===== src/sv/source_tokenizer_defines.svh =====
// ---------------------------------------------------------------------------
// source_tokenizer_defines
// Assertion macros shared by the tokenizer RTL; empty when SYNTH is defined.
// ---------------------------------------------------------------------------
`ifndef SOURCE_TOKENIZER_DEFINES_SVH
`define SOURCE_TOKENIZER_DEFINES_SVH

`ifndef SYNTH
// property checked out of reset
`define ST_ASSERT(name, clk, rst_n, prop) \
    name: assert property (@(posedge clk) disable iff (!rst_n) prop) \
        else $error("source_tokenizer: assertion failed");
// property that holds on every edge, reset included
`define ST_ASSERT_ALWAYS(name, clk, prop) \
    name: assert property (@(posedge clk) prop) \
        else $error("source_tokenizer: assertion failed");
`else
`define ST_ASSERT(name, clk, rst_n, prop)
`define ST_ASSERT_ALWAYS(name, clk, prop)
`endif

`endif


===== src/sv/srctok_pkg.sv =====
// ---------------------------------------------------------------------------
// srctok_pkg
// Token kinds, character constants, classifiers and the token record.
// ---------------------------------------------------------------------------
package srctok_pkg;

    typedef enum logic [4:0] {
        KIND_EOF     = 5'd0,
        KIND_ERROR   = 5'd1,
        KIND_IDENT   = 5'd2,
        KIND_INT_LIT = 5'd3,
        KIND_FN      = 5'd4,
        KIND_LET     = 5'd5,
        KIND_INT     = 5'd6,
        KIND_PRINT   = 5'd7,
        KIND_PLUS    = 5'd8,
        KIND_MINUS   = 5'd9,
        KIND_STAR    = 5'd10,
        KIND_SLASH   = 5'd11,
        KIND_ASSIGN  = 5'd12,
        KIND_COLON   = 5'd13,
        KIND_SEMI    = 5'd14,
        KIND_LPAREN  = 5'd15,
        KIND_RPAREN  = 5'd16,
        KIND_LBRACE  = 5'd17,
        KIND_RBRACE  = 5'd18
    } kind_t;

    localparam logic [7:0] CH_NUL   = 8'h00;
    localparam logic [7:0] CH_TAB   = 8'h09;
    localparam logic [7:0] CH_LF    = 8'h0A;
    localparam logic [7:0] CH_CR    = 8'h0D;
    localparam logic [7:0] CH_SPACE = 8'h20;
    localparam logic [7:0] CH_SLASH = 8'h2F;
    localparam logic [7:0] CH_UNDER = 8'h5F;

    // keyword spellings, first byte in the low bits
    localparam logic [39:0] WORD_FN    = 40'h00_0000_6E66;
    localparam logic [39:0] WORD_LET   = 40'h00_0074_656C;
    localparam logic [39:0] WORD_INT   = 40'h00_0074_6E69;
    localparam logic [39:0] WORD_PRINT = 40'h74_6E69_7270;

    typedef struct packed {
        logic        last;
        logic [15:0] column;
        logic [15:0] line;
        logic [15:0] length;
        logic [15:0] start_offset;
        kind_t       kind;
    } token_t;

    function automatic logic is_digit(input logic [7:0] c);
        return c inside {[8'h30:8'h39]};
    endfunction

    function automatic logic is_alpha(input logic [7:0] c);
        return c inside {[8'h41:8'h5A], [8'h61:8'h7A]};
    endfunction

    function automatic logic is_word_start(input logic [7:0] c);
        return is_alpha(c) || (c == CH_UNDER);
    endfunction

    function automatic logic is_word_part(input logic [7:0] c);
        return is_alpha(c) || is_digit(c) || (c == CH_UNDER);
    endfunction

    function automatic logic is_blank(input logic [7:0] c);
        return c inside {CH_SPACE, CH_TAB, CH_CR, CH_LF};
    endfunction

    // single-byte punctuators; anything else is an error token
    function automatic kind_t punct_kind(input logic [7:0] c);
        kind_t k;
        case (c)
            8'h2B:   k = KIND_PLUS;
            8'h2D:   k = KIND_MINUS;
            8'h2A:   k = KIND_STAR;
            8'h2F:   k = KIND_SLASH;
            8'h3D:   k = KIND_ASSIGN;
            8'h3A:   k = KIND_COLON;
            8'h3B:   k = KIND_SEMI;
            8'h28:   k = KIND_LPAREN;
            8'h29:   k = KIND_RPAREN;
            8'h7B:   k = KIND_LBRACE;
            8'h7D:   k = KIND_RBRACE;
            default: k = KIND_ERROR;
        endcase
        return k;
    endfunction

endpackage


===== src/sv/source_tokenizer.sv =====
// ---------------------------------------------------------------------------
// source_tokenizer
// Streaming lexer: one source byte per transfer in, tokens out.
// Tokens are queued at their byte's transfer and offered on m_ from the queue head,
// one per cycle while m_tready is high. Throughput: one byte per cycle; a byte
// closing a pending token may add a second; 4-entry queue, s_tready low above two.
// Reset (aresetn low, synchronous) clears the scan state, counters and queue.
// ---------------------------------------------------------------------------
`include "source_tokenizer_defines.svh"

module source_tokenizer #(
    parameter int COUNT_BITS = 16
) (
    input  logic        aclk,
    input  logic        aresetn,
    input  logic        s_tvalid,
    output logic        s_tready,
    input  logic [7:0]  s_tdata,   // [7:0] ch
    output logic        m_tvalid,
    input  logic        m_tready,
    output logic [71:0] m_tdata,   // [4:0] kind, [20:5] start_offset, [36:21] length,
                                   // [52:37] line, [68:53] column, [71:69] zero
    output logic        m_tlast
);
    import srctok_pkg::*;

    typedef enum logic [2:0] {
        MODE_IDLE,
        MODE_IDENT,
        MODE_NUM,
        MODE_SLASH,
        MODE_COMMENT
    } mode_t;

    localparam int QDEPTH = 4;
    localparam logic [COUNT_BITS-1:0] CNT_MAX = {COUNT_BITS{1'b1}};
    localparam logic [COUNT_BITS-1:0] CNT_ONE = COUNT_BITS'(1);

    function automatic logic [COUNT_BITS-1:0] sat_inc(input logic [COUNT_BITS-1:0] v);
        return (v == CNT_MAX) ? v : v + CNT_ONE;
    endfunction

    function automatic logic [15:0] clip16(input logic [COUNT_BITS-1:0] v);
        logic [31:0] w;
        w = 32'(v);
        return (w > 32'h0000_FFFF) ? 16'hFFFF : w[15:0];
    endfunction

    // scan state
    mode_t                 mode_reg, mode_next;
    logic [COUNT_BITS-1:0] position_reg, position_next;
    logic [COUNT_BITS-1:0] cur_line_reg, cur_line_next;
    logic [COUNT_BITS-1:0] cur_column_reg, cur_column_next;
    logic [COUNT_BITS-1:0] tok_start_reg, tok_start_next;
    logic [COUNT_BITS-1:0] tok_line_reg, tok_line_next;
    logic [COUNT_BITS-1:0] tok_column_reg, tok_column_next;
    logic [COUNT_BITS-1:0] tok_len_reg, tok_len_next;
    logic [39:0]           word_prefix_reg, word_prefix_next;

    // output queue
    token_t     queue_reg [QDEPTH];
    logic [1:0] wr_ptr_reg, wr_ptr_next;
    logic [1:0] rd_ptr_reg, rd_ptr_next;
    logic [2:0] count_reg, count_next;

    logic       s_acc, m_acc;
    logic [7:0] ch;
    logic       emit_a, emit_b;
    token_t     tok_a, tok_b;
    kind_t      word_kind;
    token_t     head;

    assign ch    = s_tdata;
    assign s_acc = s_tvalid && s_tready;
    assign m_acc = m_tvalid && m_tready;

    always_comb begin
        if (tok_len_reg == COUNT_BITS'(2) && word_prefix_reg == WORD_FN) begin
            word_kind = KIND_FN;
        end else if (tok_len_reg == COUNT_BITS'(3) && word_prefix_reg == WORD_LET) begin
            word_kind = KIND_LET;
        end else if (tok_len_reg == COUNT_BITS'(3) && word_prefix_reg == WORD_INT) begin
            word_kind = KIND_INT;
        end else if (tok_len_reg == COUNT_BITS'(5) && word_prefix_reg == WORD_PRINT) begin
            word_kind = KIND_PRINT;
        end else begin
            word_kind = KIND_IDENT;
        end
    end

    always_comb begin
        logic held;  // byte absorbed by the pending token or comment
        held             = 1'b0;
        mode_next        = mode_reg;
        position_next    = position_reg;
        cur_line_next    = cur_line_reg;
        cur_column_next  = cur_column_reg;
        tok_start_next   = tok_start_reg;
        tok_line_next    = tok_line_reg;
        tok_column_next  = tok_column_reg;
        tok_len_next     = tok_len_reg;
        word_prefix_next = word_prefix_reg;
        emit_a           = 1'b0;
        emit_b           = 1'b0;
        tok_a            = '0;
        tok_b            = '0;

        // advancing past this byte; overridden where the text ends
        position_next = sat_inc(position_reg);
        if (ch == CH_LF) begin
            cur_line_next   = sat_inc(cur_line_reg);
            cur_column_next = CNT_ONE;
        end else begin
            cur_column_next = sat_inc(cur_column_reg);
        end

        tok_a.start_offset = clip16(tok_start_reg);
        tok_a.line         = clip16(tok_line_reg);
        tok_a.column       = clip16(tok_column_reg);
        tok_a.length       = clip16(tok_len_reg);

        // close or extend the pending token
        case (mode_reg)
            MODE_IDENT: begin
                if (ch != CH_NUL && is_word_part(ch)) begin
                    held = 1'b1;
                end else begin
                    emit_a     = 1'b1;
                    tok_a.kind = word_kind;
                    mode_next  = MODE_IDLE;
                end
            end
            MODE_NUM: begin
                if (is_digit(ch)) begin
                    held = 1'b1;
                end else begin
                    emit_a     = 1'b1;
                    tok_a.kind = KIND_INT_LIT;
                    mode_next  = MODE_IDLE;
                end
            end
            MODE_SLASH: begin
                if (ch == CH_SLASH) begin
                    held      = 1'b1;
                    mode_next = MODE_COMMENT;
                end else begin
                    emit_a       = 1'b1;
                    tok_a.kind   = KIND_SLASH;
                    tok_a.length = 16'd1;
                    mode_next    = MODE_IDLE;
                end
            end
            MODE_COMMENT: begin
                if (ch != CH_NUL) begin
                    held = 1'b1;
                    if (ch == CH_LF) begin
                        mode_next = MODE_IDLE;
                    end
                end else begin
                    mode_next = MODE_IDLE;
                end
            end
            default: begin
                mode_next = MODE_IDLE;
            end
        endcase

        if (held && (mode_reg == MODE_IDENT || mode_reg == MODE_NUM)) begin
            for (int i = 0; i < 5; i++) begin
                if (tok_len_reg == COUNT_BITS'(i)) begin
                    word_prefix_next[8*i +: 8] = ch;
                end
            end
            tok_len_next = sat_inc(tok_len_reg);
        end

        if (!held) begin
            tok_b.start_offset = clip16(position_reg);
            tok_b.line         = clip16(cur_line_reg);
            tok_b.column       = clip16(cur_column_reg);
            tok_b.length       = 16'd1;
            if (ch == CH_NUL) begin
                // end of text: EOF, then everything back to its reset value
                emit_b           = 1'b1;
                tok_b.kind       = KIND_EOF;
                tok_b.length     = 16'd0;
                mode_next        = MODE_IDLE;
                position_next    = '0;
                cur_line_next    = CNT_ONE;
                cur_column_next  = CNT_ONE;
                tok_start_next   = '0;
                tok_line_next    = CNT_ONE;
                tok_column_next  = CNT_ONE;
                tok_len_next     = '0;
                word_prefix_next = '0;
            end else if (is_blank(ch)) begin
                mode_next = MODE_IDLE;
            end else if (ch == CH_SLASH || is_word_start(ch) || is_digit(ch)) begin
                tok_start_next  = position_reg;
                tok_line_next   = cur_line_reg;
                tok_column_next = cur_column_reg;
                if (ch == CH_SLASH) begin
                    tok_len_next     = '0;
                    word_prefix_next = '0;
                    mode_next        = MODE_SLASH;
                end else begin
                    tok_len_next     = CNT_ONE;
                    word_prefix_next = {32'd0, ch};
                    mode_next        = is_digit(ch) ? MODE_NUM : MODE_IDENT;
                end
            end else begin
                emit_b     = 1'b1;
                tok_b.kind = punct_kind(ch);
            end
        end

        tok_a.last = !emit_b;
        tok_b.last = 1'b1;
    end

    // queue bookkeeping
    always_comb begin
        logic [2:0] n_push;
        n_push      = s_acc ? (3'(emit_a) + 3'(emit_b)) : 3'd0;
        wr_ptr_next = wr_ptr_reg + n_push[1:0];
        rd_ptr_next = m_acc ? rd_ptr_reg + 2'd1 : rd_ptr_reg;
        count_next  = count_reg + n_push - (m_acc ? 3'd1 : 3'd0);
    end

    always_ff @(posedge aclk) begin
        if (!aresetn) begin
            mode_reg        <= MODE_IDLE;
            position_reg    <= '0;
            cur_line_reg    <= CNT_ONE;
            cur_column_reg  <= CNT_ONE;
            tok_start_reg   <= '0;
            tok_line_reg    <= CNT_ONE;
            tok_column_reg  <= CNT_ONE;
            tok_len_reg     <= '0;
            word_prefix_reg <= '0;
            wr_ptr_reg      <= '0;
            rd_ptr_reg      <= '0;
            count_reg       <= '0;
        end else begin
            if (s_acc) begin
                mode_reg        <= mode_next;
                position_reg    <= position_next;
                cur_line_reg    <= cur_line_next;
                cur_column_reg  <= cur_column_next;
                tok_start_reg   <= tok_start_next;
                tok_line_reg    <= tok_line_next;
                tok_column_reg  <= tok_column_next;
                tok_len_reg     <= tok_len_next;
                word_prefix_reg <= word_prefix_next;
            end
            wr_ptr_reg <= wr_ptr_next;
            rd_ptr_reg <= rd_ptr_next;
            count_reg  <= count_next;
        end
    end

    // token payload, no reset
    always_ff @(posedge aclk) begin
        if (s_acc) begin
            if (emit_a) begin
                queue_reg[wr_ptr_reg] <= tok_a;
                if (emit_b) begin
                    queue_reg[wr_ptr_reg + 2'd1] <= tok_b;
                end
            end else if (emit_b) begin
                queue_reg[wr_ptr_reg] <= tok_b;
            end
        end
    end

    // room for two tokens is needed before a byte is taken
    assign s_tready = aresetn && (count_reg <= 3'd2);
    assign m_tvalid = aresetn && (count_reg != 3'd0);
    assign head     = queue_reg[rd_ptr_reg];
    assign m_tdata  = {3'b000, head.column, head.line, head.length, head.start_offset,
                       head.kind};
    assign m_tlast  = head.last;

    `ST_ASSERT_ALWAYS(a_idle_in_reset, aclk, !aresetn |-> (!s_tready && !m_tvalid))
    `ST_ASSERT(a_queue_bound, aclk, aresetn, count_reg <= 3'd4)
    `ST_ASSERT(a_eof_clears, aclk, aresetn,
        (s_acc && ch == CH_NUL) |=>
        (position_reg == '0 && mode_reg == MODE_IDLE && tok_len_reg == '0))
    `ST_ASSERT(a_eof_zero_len, aclk, aresetn,
        (m_tvalid && head.kind == KIND_EOF) |-> (head.length == 16'd0 && head.last))
    `ST_ASSERT(a_no_push_when_full, aclk, aresetn,
        (count_reg > 3'd2) |=> (count_reg <= $past(count_reg)))

endmodule

===== config.mk =====
export PLATFORM = sky130hd
export DESIGN_NAME = source_tokenizer
export DESIGN_NICKNAME = d
export VERILOG_FILES = /design/src/sv/srctok_pkg.sv /design/src/sv/source_tokenizer.sv
export VERILOG_INCLUDE_DIRS = /design/src /design/src/sv
export SDC_FILE = /design/constraint.sdc
export NUM_CORES = 1
export LEC_CHECK = 0
export BUFFER_PORTS_ARGS = -buffer_cell sky130_fd_sc_hd__buf_2
export CELL_PAD_IN_SITES_DETAIL_PLACEMENT = 0
export CELL_PAD_IN_SITES_GLOBAL_PLACEMENT = 1
export CORE_UTILIZATION = 45
export DETAILED_ROUTE_END_ITERATION = 12
export PLACE_DENSITY_LB_ADDON = 0.1
export SYNTH_ARGS = -nofsm -noshare
export SYNTH_HDL_FRONTEND = slang
export SYNTH_SLANG_ARGS = --single-unit

===== constraint.sdc =====
create_clock -name aclk -period 5.21 [get_ports aclk]
set_clock_uncertainty 0.05 [all_clocks]
set_input_delay 0.521 -clock aclk [delete_from_list [all_inputs] [get_ports aclk]]
set_output_delay 0.521 -clock aclk [all_outputs]
set_load 0.05 [all_outputs]

==> results of run 1 <==
[layout by cell type, fill, tap and decap left out, types with 38 or more instances in the layout]
master and n:
dfxtp_1 226, mux4_2 70, clkbuf_16 49, nor2_1 99, a21oi_1 113, nand2_1 133, nand3_1 106, buf_2 83
a22o_1 267, edfxtp_1 216, buf_4 38
[worst max-delay path by stage]
stage / from / endpoint / slack [ps] / cells past startpoint
final: s_tdata[5] / queue_reg[0][9] / 1170 / 14
after global routing: mode_reg[2] / queue_reg[2][65] / 1000 / 12
after CTS: mode_reg[2] / queue_reg[0][50] / 1230 / 12
after detailed placement: s_tdata[5] / queue_reg[0][50] / 610 / 14
after global placement: s_tdata[5] / queue_reg[0][7] / 670 / 14
after floorplan: s_tdata[0] / queue_reg[1][0] / 130 / 13
[routing by layer]
metal,wire length [microns],share of wire [%]
met1,24200,41
met2,29500,50
met3,2980,5.1
met4,1780,3.0
met5,0,0
[power groups by stage]
stage	registers, mW	logic, mW	clock network (mW)
finish	3.84	1.26	3.27
global route	3.86	1.33	3.48
CTS	3.85	1.27	3.34
detailed placement	3.92	1.27	0
global placement	3.92	1.27	0
floorplan	3.85	0.976	0
[cells by family (layout without fill, tap and decap cells)]
| family | after synthesis | in the layout | share of synthesized area (%) |
|---|---|---|---|
| adder cells (fa/ha/maj) | 14 | 14 | 0.884 |
| multiplexers | 75 | 75 | 7.88 |
| AND/OR/NAND/NOR | 527 | 527 | 13.1 |
| buffers and inverters | 204 | 234 | 4.43 |
| other | 1 | 3 | 0.0182 |
| AO/OA/AOI/OAI | 512 | 512 | 18.7 |
| flip-flops | 444 | 444 | 53.5 |
| XOR/XNOR | 36 | 36 | 1.53 |
[final cells by class]
class,instances,area share (%)
multi-input combinational,1167,38.2
inverter,16,0.261
sequential,444,48.1
tap,600,3.26
clock inverter,16,0.631
timing repair buffer,130,3.83
clock buffer,72,5.79
==> metrics.md, run 1 <==
| Metric | Value |
|---|---|
| Status | `complete, no violations` |
| CTS sink count | `approximately 440` |
| Leak | `slightly below 8 nW` |
| Post-synth top area cell | `edfxtp_1` |
| Sequential share of the synthesized area | `53.5%` |
| Internal | `between 5 and 6 mW` |
| Sequential cell area | `0.0111 sq mm` |
| Remaining DRCs | `0` |
| ANT nets after route | `0` |
| Endpoint class of the critical path | `register` |
| Pre-CTS setup slack | `between 600 and 700 ps` |
| Number of max-cap violations | `0` |
| Post-synth EDFFs | `roughly 220` |
| Final setup margin | `roughly 1200 ps` |
| CP arrival | `~4300 ps` |
| Fin. Hold Viols | `0` |
| Placed Instances | `around 2.4k` |
| H-tree lvl count | `2` |
| Worst-path clk slew | `about 60 ps` |
| Post-synthesis area per instance | `about 11 sq um` |
| Sequential power share | `~46%` |
| Worst path top cell family by delay | `compound AO/OA/AOI/OAI gates` |
| Die Y-Extent | `about 220 microns` |
| GR Overflow Total | `0` |
| CTS tree | `built` |
| Clock latency on the worst-skew pair | `about 590 ps` |
| Footprint of the multi-input gates | `0.00878 sq mm` |
| Max VDD drop | `around 0.00028 V` |
| IO Pins | `between 80 and 90` |
| Final Power | `8.37 mW` |
| Total GRT Usage | `between 20% and 30%` |
| Hold depth | `2` |
| Worst r2r path cells | `12` |
| Relative slew slack | `between 10% and 20%` |
| Max Root-Sink Buffers | `3` |
| Initial antenna violation count | `0` |
| Critical Path RT | `around 5500 ps` |
| Clk pwr share | `39.1%` |
| DR vias | `15.2k` |
| Logic pwr share | `15.0%` |
| Most Crowded Layer GR | `met2` |
| Core area | `between 0.04 and 0.05 sq mm` |
| Layout cell share with drive strength beyond 1 | `between 15 and 20%` |
| Die area | `0.0468 sq mm` |
| Met1 track demand over resource | `32.2%` |
| Row count | `78` |
| Flop-to-flop setup slack | `between 1000 and 1500 ps` |
| First-pass GRT wire length | `90,500 microns` |
| Starting DRT DRC Count | `roughly 1.2k` |
| Critical R2R Capture | `queue_reg[2][63]` |
| CP Cell Sequence | `buf_2 > and4b_1 > o32a_2 > a21oi_4 > nor2_1 > a31oi_1 > a22oi_1 > or2_2 > ha_1 > a311oi_4 > nand3b_1 > nor2_4 > buf_4 > a22o_1` |
| Bufs and invs on worst path | `2` |
| Mapped Area | `approximately 0.021 sq mm` |
| Hold Worst Slack | `274 ps` |
| Global routing met3 resource utilization | `under 10%` |
| Cells after synthesis | `1,813` |
| Worst hold start | `s_tdata[1]` |
| Router iterations before antenna repair | `5` |
| Synth cell count leaders | `a22o_1, dfxtp_1, edfxtp_1, nand2_1, clkbuf_1` |
| Largest net degree at the start of global routing | `between 60 and 70` |
| RSZ-0062 raised after global routing | `false` |
| Area fraction of the dominant cell type after synthesis | `31.4%` |
| Final setup violation count | `0` |
| CTS Buf Count | `47` |
| FF-to-FF Start | `mode_reg[2]` |
| GP Congestion | `approximately 0.84` |
| FFs w/ async S/R, synth | `0%` |
| Synth warn | `0` |
| Fillcell total | `~4.0k` |
| Post-Layout Cell Count | `about 2.4k` |
| Routed Wire Length | `58,400 microns` |
| Vias in the first global route | `about 15k` |
| Top-count cell post-synth | `a22o_1` |
| Max FFs per register | `280` |
| Pwr per Cell Area | `about 360 mW/mm^2` |
| Hold_buf cts | `0` |
| Diode count | `0` |
| Top cells by area, synth | `edfxtp_1, dfxtp_1, a22o_1, mux4_2, a21oi_1` |
| Tmin final | `just over 4000 ps` |
| CTS Root Cell | `clkbuf_16` |
| Type of origin of the critical path | `primary input` |
| Tcrit/Tclk final | `77.5%` |
| FF+latch count, synth | `around 440` |
| Initial Utilization | `between 40% and 50%` |
| WS Path Type | `in2reg` |
| Final Util | `a little over 50%` |
| Hold endpoint | `word_prefix_reg[33]` |
| Total Neg Setup Slack | `0 ps` |
| FMAX | `~250 MHz` |
| Path type of the worst min-delay path | `in2reg` |
| Worst Tran Pin Value | `1240 ps` |
| Slowest CP cell | `a311oi_4` |
| # Post-CTS Setup Buffers | `0` |
| Final instance area | `0.0230 sq mm` |
| Max-slew violations | `0` |
| Switching pwr | `2.39 mW` |
| Post-cts repair resize count | `0` |
| Via density | `a little over 6` |
| Post-layout nets | `1,832` |
| CP Max Fanout | `48` |
| Dpl hpwl | `~34,000 microns` |
| GR Util met2 | `between 40% and 50%` |
| Wire per inst | `23.9 microns` |
| Post-DP Area | `between 0.02 and 0.025 sq mm` |
| Die width | `216 microns` |
| Main flop type after synthesis | `dfxtp_1` |
| Cell variety after synth | `85` |
| Critical path's largest stage delay | `520 ps` |
| Switching share of total power | `between 20% and 30%` |
| Synth-to-layout area growth | `11.4%` |
| PortBufs | `between 80 and 90` |
(Power assumes the default switching activity.)
==> run 2: changes to the inputs <==
--- a/config.mk
+++ b/config.mk
@@ -9,7 +9,7 @@
 export BUFFER_PORTS_ARGS = -buffer_cell sky130_fd_sc_hd__buf_2
 export CELL_PAD_IN_SITES_DETAIL_PLACEMENT = 0
 export CELL_PAD_IN_SITES_GLOBAL_PLACEMENT = 1
-export CORE_UTILIZATION = 45
+export CORE_UTILIZATION = 50
 export DETAILED_ROUTE_END_ITERATION = 12
 export PLACE_DENSITY_LB_ADDON = 0.1
 export SYNTH_ARGS = -nofsm -noshare
==> constraint.sdc (replaced) <==
create_clock -name aclk -period 3.8 [get_ports aclk]
set_clock_uncertainty 0.05 [all_clocks]
set_input_delay 0.38 -clock aclk [delete_from_list [all_inputs] [get_ports aclk]]
set_output_delay 0.38 -clock aclk [all_outputs]
set_load 0.05 [all_outputs]
==> metrics.md, run 2 (synthesis results as in run 1) <==
| Metric | Value |
|---|---|
| H-tree lvl count | `2 (unchanged)` |
| Top sig layer | `met4 (unchanged)` |
| Met1 wire length | `24,200 microns (about the same)` |
| Max VDD drop | `0.000359 V (was 0.000281 V)` |
| Commonest non-fill, non-tap cells in the layout | `a22o_1, dfxtp_1, edfxtp_1, nand2_1, a21oi_1 (unchanged)` |
| Layout cell share with drive strength beyond 1 | `19.0% (was 16.8%)` |
| Max-slew violations | `0 (unchanged)` |
| Hold_buf cts | `0 (unchanged)` |
| Dpl hpwl | `35,800 microns (was 34,400 microns)` |
| Clock latency on the worst-skew pair | `580 ps (was 590 ps)` |
| Detailed route wirelength on metal3 | `2820 microns (was 2980 microns)` |
| Router iterations before antenna repair | `6 (was 5)` |
| Met2 wire length | `28,800 microns (was 29,500 microns)` |
| RSZ-0062 raised after global routing | `false (unchanged)` |
| First-pass GRT wire length | `88,700 microns (was 90,500 microns)` |
| Routed Wire Length | `57,500 microns (was 58,400 microns)` |
| Die Y-Extent | `205 microns (was 216 microns)` |
| Critical Path RT | `4190 ps (was 5500 ps)` |
| DR vias | `15.4k (was 15.2k)` |
| Endpoint class of the critical path | `register (unchanged)` |
| Post-Layout Cell Count | `2,419 (was 2,445)` |
| Total GRT Usage | `27.6% (was 25.2%)` |
| Die width | `205 microns (was 216 microns)` |
| CTS Root Cell | `clkbuf_16 (unchanged)` |
| Number of max-cap violations | `0 (unchanged)` |
| CP arrival | `3840 ps (was 4320 ps)` |
| Final instance area | `0.0235 sq mm (was 0.0230 sq mm)` |
| Remaining DRCs | `0 (unchanged)` |
| Largest net degree at the start of global routing | `61 (unchanged)` |
| Tcrit/Tclk final | `between 90% and 100%` |
| CP Max Fanout | `17 (was 48)` |
| Relative slew slack | `36.0% (was 17.5%)` |
| Max Root-Sink Buffers | `3 (unchanged)` |
| Row count | `74 (was 78)` |
| Initial Utilization | `50.6% (was 45.6%)` |
| Max FFs per register | `280 (unchanged)` |
| # Post-CTS Setup Buffers | `0 (unchanged)` |
| PortBufs | `83 (unchanged)` |
| Hold Worst Slack | `152 ps (was 274 ps)` |
| Final Power | `11.4 mW (was 8.37 mW)` |
| Worst Tran Pin Value | `957 ps (was 1240 ps)` |
| Die area | `0.0421 sq mm (was 0.0468 sq mm)` |
| Worst-path clk slew | `60 ps (about the same)` |
| Final setup violation count | `0 (unchanged)` |
| Diode count | `0 (unchanged)` |
| Synth-to-layout area growth | `13.7% (was 11.4%)` |
| IO Pins | `87 (unchanged)` |
| Leak | `8.17 nW (was 7.91 nW)` |
| FMAX | `a little under 300 MHz` |
| Core area | `0.0408 sq mm (was 0.0453 sq mm)` |
| Pwr per Cell Area | `484 mW/mm^2 (was 364 mW/mm^2)` |
| Status | `complete, no violations (unchanged)` |
| CTS tree | `built (unchanged)` |
| Vias in the first global route | `15.1k (about the same)` |
| CTS sink count | `444 (unchanged)` |
| Post-layout nets | `1,877 (was 1,832)` |
| ANT nets after route | `0 (unchanged)` |
| Path type of the worst min-delay path | `in2reg (unchanged)` |
| GP Congestion | `0.883 (was 0.844)` |
| GR Overflow Total | `0 (unchanged)` |
| Placed Instances | `2,335 (was 2,357)` |
| CTS Buf Count | `46 (was 47)` |
| Post-cts repair resize count | `0 (unchanged)` |
| Fin. Hold Viols | `0 (unchanged)` |
| Tmin final | `~3500 ps` |
| Most common cell after layout, fill and taps aside | `a22o_1 (unchanged)` |
| Initial antenna violation count | `0 (unchanged)` |
| Starting DRT DRC Count | `1,147 (was 1,154)` |
| WS Path Type | `reg2reg (was in2reg)` |
| Via density | `6.36 (was 6.23)` |
| Wire per inst | `23.8 microns (was 23.9 microns)` |
| Post-DP Area | `0.0221 sq mm (was 0.0215 sq mm)` |
| Type of origin of the critical path | `register (was primary input)` |
-- run 2: cell count changes in the layout (fill, tap and decap cells not counted), moves of 4 or more --
cell      previous run  this run
buf_12               9        25
buf_4               38        68
clkbuf_8             2         6
clkinv_1             6         1
nand2_2              4         0
nand2_8              0         4
-- run 2: through the flow --
step | TNS (ps) | util (%) | worst slack, ps
after detailed placement | -1570 | 54.1 | -53.7
after global routing | 0 | 57.5 | 168
after CTS | 0 | 57.5 | 390
final | 0 | 57.5 | 348
after floorplan | -2.97 | - | -2.97
after global placement | 0 | 54.1 | 24.9
-- run 2: power breakdown --
group	switching, mW	internal, mW	total (mW)	leakage [nW]
Sequential	0.133	5.14	5.27	3.93
Combinational	1.23	0.580	1.81	3.56
Clock	1.86	2.44	4.30	0.687
-- run 2: worst paths after layout --
path	from	endpoint	slack [ps]	cells after the start
hold / removal	s_tdata[0]	word_prefix_reg[16]	150	3
setup / recovery	mode_reg[0]	queue_reg[3][39]	350	11
hold reg to reg	word_prefix_reg[31]	word_prefix_reg[31]	390	2
setup reg to reg	mode_reg[0]	queue_reg[3][39]	350	11
-- run 2: per-layer routing --
metal  vias up  track usage, %
met2       491            47.2
met3       101            3.55
met5         -               0
li1       7070               -
met1      7711            35.6
met4         0            10.6
-- run 2: worst max-delay path, cell delays in order, from the launching register on --
cell and delay, ps:
dfxtp_1 600, nor4bb_1 130, a41o_1 240, a21o_1 190, nor4_4 380, buf_4 230
ha_4 170, a311oi_4 60, or3_4 430, nor2_4 440, buf_12 240, a22o_1 150
-- run 2: layout make-up --
| class | instances | area, sq um |
|---|---|---|
| tap | 532 | 666 |
| clock buffer | 74 | 1320 |
| timing repair buffer | 176 | 1430 |
| sequential | 444 | 11100 |
| clock inverter | 10 | 87.6 |
| inverter | 16 | 60.1 |
| multi-input combinational | 1167 | 8870 |
| fill | 3470 | 17300 |
==> run 3: changes to the inputs <==
--- a/config.mk
+++ b/config.mk
@@ -12,6 +12,7 @@
 export CORE_UTILIZATION = 50
 export DETAILED_ROUTE_END_ITERATION = 12
 export PLACE_DENSITY_LB_ADDON = 0.1
+export REMOVE_ABC_BUFFERS = 1
 export SYNTH_ARGS = -nofsm -noshare
 export SYNTH_HDL_FRONTEND = slang
 export SYNTH_SLANG_ARGS = --single-unit
==> metrics.md, run 3 (synthesis results as in run 1) <==
| Metric | Value |
|---|---|
| Synth-to-layout area growth | `13.6% (was 13.7%)` |
| Sequential power share | `46.2% (was 46.3%)` |
| Routed Wire Length | `57,400 microns (was 57,500 microns)` |
| Vias in the first global route | `15.1k (about the same)` |
| Most common cell after layout, fill and taps aside | `a22o_1 (unchanged)` |
| Initial Utilization | `50.6% (unchanged)` |
| Starting DRT DRC Count | `1,240 (was 1,147)` |
| Largest net degree at the start of global routing | `61 (unchanged)` |
| Final instance area | `0.0235 sq mm (about the same)` |
| Max-slew violations | `0 (unchanged)` |
| Leak | `8.20 nW (was 8.17 nW)` |
| Core area | `0.0408 sq mm (unchanged)` |
| FMAX | `288 MHz (was 290 MHz)` |
| Via density | `6.38 (was 6.36)` |
| DR vias | `15.5k (was 15.4k)` |
| CTS sink count | `444 (unchanged)` |
| Layout cell share with drive strength beyond 1 | `19.2% (was 19.0%)` |
| Wire per inst | `23.7 microns (was 23.8 microns)` |
| Pwr per Cell Area | `484 mW/mm^2 (about the same)` |
| Diode count | `0 (unchanged)` |
| Critical Path RT | `4260 ps (was 4190 ps)` |
| Die width | `205 microns (unchanged)` |
| First-pass GRT wire length | `88,200 microns (was 88,700 microns)` |
| Initial antenna violation count | `0 (unchanged)` |
| IO Pins | `87 (unchanged)` |
| Switching share of total power | `28.5% (was 28.3%)` |
| Worst-path clk slew | `60 ps (about the same)` |
| Bufs and invs on worst path | `2 (unchanged)` |
| Die area | `0.0421 sq mm (unchanged)` |
| Type of origin of the critical path | `register (unchanged)` |
| Clock latency on the worst-skew pair | `590 ps (was 580 ps)` |
| Remaining DRCs | `0 (unchanged)` |
| CP Cell Sequence | `and3b_1 > a41o_1 > a21o_1 > nor4_4 > ha_1 > a311oi_4 > buf_4 > nor3_2 > buf_4 > nand3_1 > a21oi_1 (was nor4bb_1 > a41o_1 > a21o_1 > nor4_4 > buf_4 > ha_4 > a311oi_4 > or3_4 > nor2_4 > buf_12 > a22o_1)` |
| Hold Worst Slack | `93.5 ps (was 152 ps)` |
| Post-DP Area | `0.0221 sq mm (about the same)` |
| CTS Buf Count | `48 (was 46)` |
| Worst path top cell family by delay | `simple AND/OR/NAND/NOR gates (unchanged)` |
| Die Y-Extent | `205 microns (unchanged)` |
| Slowest CP cell | `nor3_2 (was dfxtp_1)` |
| CTS Root Cell | `clkbuf_16 (unchanged)` |
| Dpl hpwl | `36,100 microns (was 35,800 microns)` |
| Path type of the worst min-delay path | `in2reg (unchanged)` |
| Worst Tran Pin Value | `1020 ps (was 957 ps)` |
| Final setup violation count | `0 (unchanged)` |
| Status | `complete, no violations (unchanged)` |
| Commonest non-fill, non-tap cells in the layout | `a22o_1, dfxtp_1, edfxtp_1, nand2_1, a21oi_1 (unchanged)` |
| Endpoint class of the critical path | `register (unchanged)` |
| Tcrit/Tclk final | `91.2% (was 90.8%)` |
| Placed Instances | `2,343 (was 2,335)` |
| WS Path Type | `reg2reg (unchanged)` |
| Logic pwr share | `15.9% (about the same)` |
| Total GRT Usage | `27.5% (was 27.6%)` |
| Tmin final | `3470 ps (was 3450 ps)` |
| CP Max Fanout | `11 (was 17)` |
| H-tree lvl count | `2 (unchanged)` |
| PortBufs | `83 (unchanged)` |
| Internal | `8.12 mW (was 8.16 mW)` |
| Post-Layout Cell Count | `2,427 (was 2,419)` |
| Router iterations before antenna repair | `7 (was 6)` |
| CTS tree | `built (unchanged)` |
| Post-cts repair resize count | `0 (unchanged)` |
| Post-layout nets | `1,887 (was 1,877)` |
| Max Root-Sink Buffers | `3 (unchanged)` |
| ANT nets after route | `0 (unchanged)` |
| Fin. Hold Viols | `0 (unchanged)` |
| GP Congestion | `0.851 (was 0.883)` |
| Max VDD drop | `0.000317 V (was 0.000359 V)` |
| Relative slew slack | `31.8% (was 36.0%)` |
| CP arrival | `3930 ps (was 3840 ps)` |
| Switching pwr | `3.24 mW (was 3.22 mW)` |
| Critical path's largest stage delay | `650 ps (was 600 ps)` |
| Max FFs per register | `280 (unchanged)` |
| GR Overflow Total | `0 (unchanged)` |
| Most used cell, CP | `buf_4` |
| # Post-CTS Setup Buffers | `0 (unchanged)` |
| RSZ-0062 raised after global routing | `false (unchanged)` |
| Number of max-cap violations | `0 (unchanged)` |
| Hold_buf cts | `0 (unchanged)` |
| Clk pwr share | `37.8% (about the same)` |
| Row count | `74 (unchanged)` |
[run 3: cell types whose count changed in the layout (fill, tap and decap cells not counted), sizes merged]
| cell | delta |
|---|---|
| buf | +8 |
| bufinv | -1 |
| clkbuf | -4 |
| clkinv | +6 |
| inv | -1 |
[run 3: power groups by stage]
| stage | clock network, mW | registers (mW) | logic [mW] |
|---|---|---|---|
| 2_1_floorplan | 0 | 5.37 | 1.19 |
| 3_3_place_gp | 0 | 5.35 | 1.82 |
| 3_5_place_dp | 0 | 5.36 | 1.82 |
| 4_1_cts | 4.37 | 5.26 | 1.83 |
| 5_1_grt | 4.54 | 5.27 | 1.92 |
| 6_report | 4.30 | 5.26 | 1.81 |
[run 3: path summary, 6_finish.rpt]
path              depth (start not counted)                   to  slack, ps           startpoint
setup / recovery                         11     queue_reg[2][26]        330          mode_reg[0]
hold / removal                            2  word_prefix_reg[36]         90           s_tdata[4]
setup reg to reg                         11     queue_reg[2][26]        330          mode_reg[0]
hold reg to reg                           2  word_prefix_reg[31]        380  word_prefix_reg[31]
[run 3: worst register-to-register path: stages (launching register included)]
cell,delay (ps)
dfxtp_1,430
and3b_1,330
a41o_1,280
a21o_1,230
nor4_4,330
ha_1,260
a311oi_4,90
buf_4,210
nor3_2,650
buf_4,300
nand3_1,90
a21oi_1,140
[run 3: through the flow]
| step | worst slack [ps] | utilization (%) | setup TNS, ps | power (mW) |
|---|---|---|---|---|
| after floorplan | -1920 | - | -577650 | 6.56 |
| after CTS | 352 | 57.5 | 0 | 11.5 |
| after global routing | 118 | 57.5 | 0 | 11.7 |
| final | 333 | 57.5 | 0 | 11.4 |
| after detailed placement | -77.1 | 54.0 | -5230 | 7.18 |
| after global placement | -22.9 | 54.0 | -1080 | 7.17 |
[run 3: layout make-up]
| cell class | instances | area (sq um) |
|---|---|---|
| fillers | 3472 | 17400 |
| flip-flops and latches | 444 | 11100 |
| multi-input cells | 1167 | 8790 |
| repair buffers | 184 | 1490 |
| clock buffers | 70 | 1330 |
| well taps | 532 | 666 |
| clock inverters | 14 | 78.8 |
| inverters | 16 | 60.1 |
[run 3: routing by layer]
metal / vias up / part of all wire, % / track usage, %
li1: 7085 / - / -
met1: 7770 / 42 / 35.6
met2: 514 / 49 / 46.8
met3: 119 / 5.7 / 3.53
met4: 0 / 3.3 / 11.2
met5: - / 0 / 0
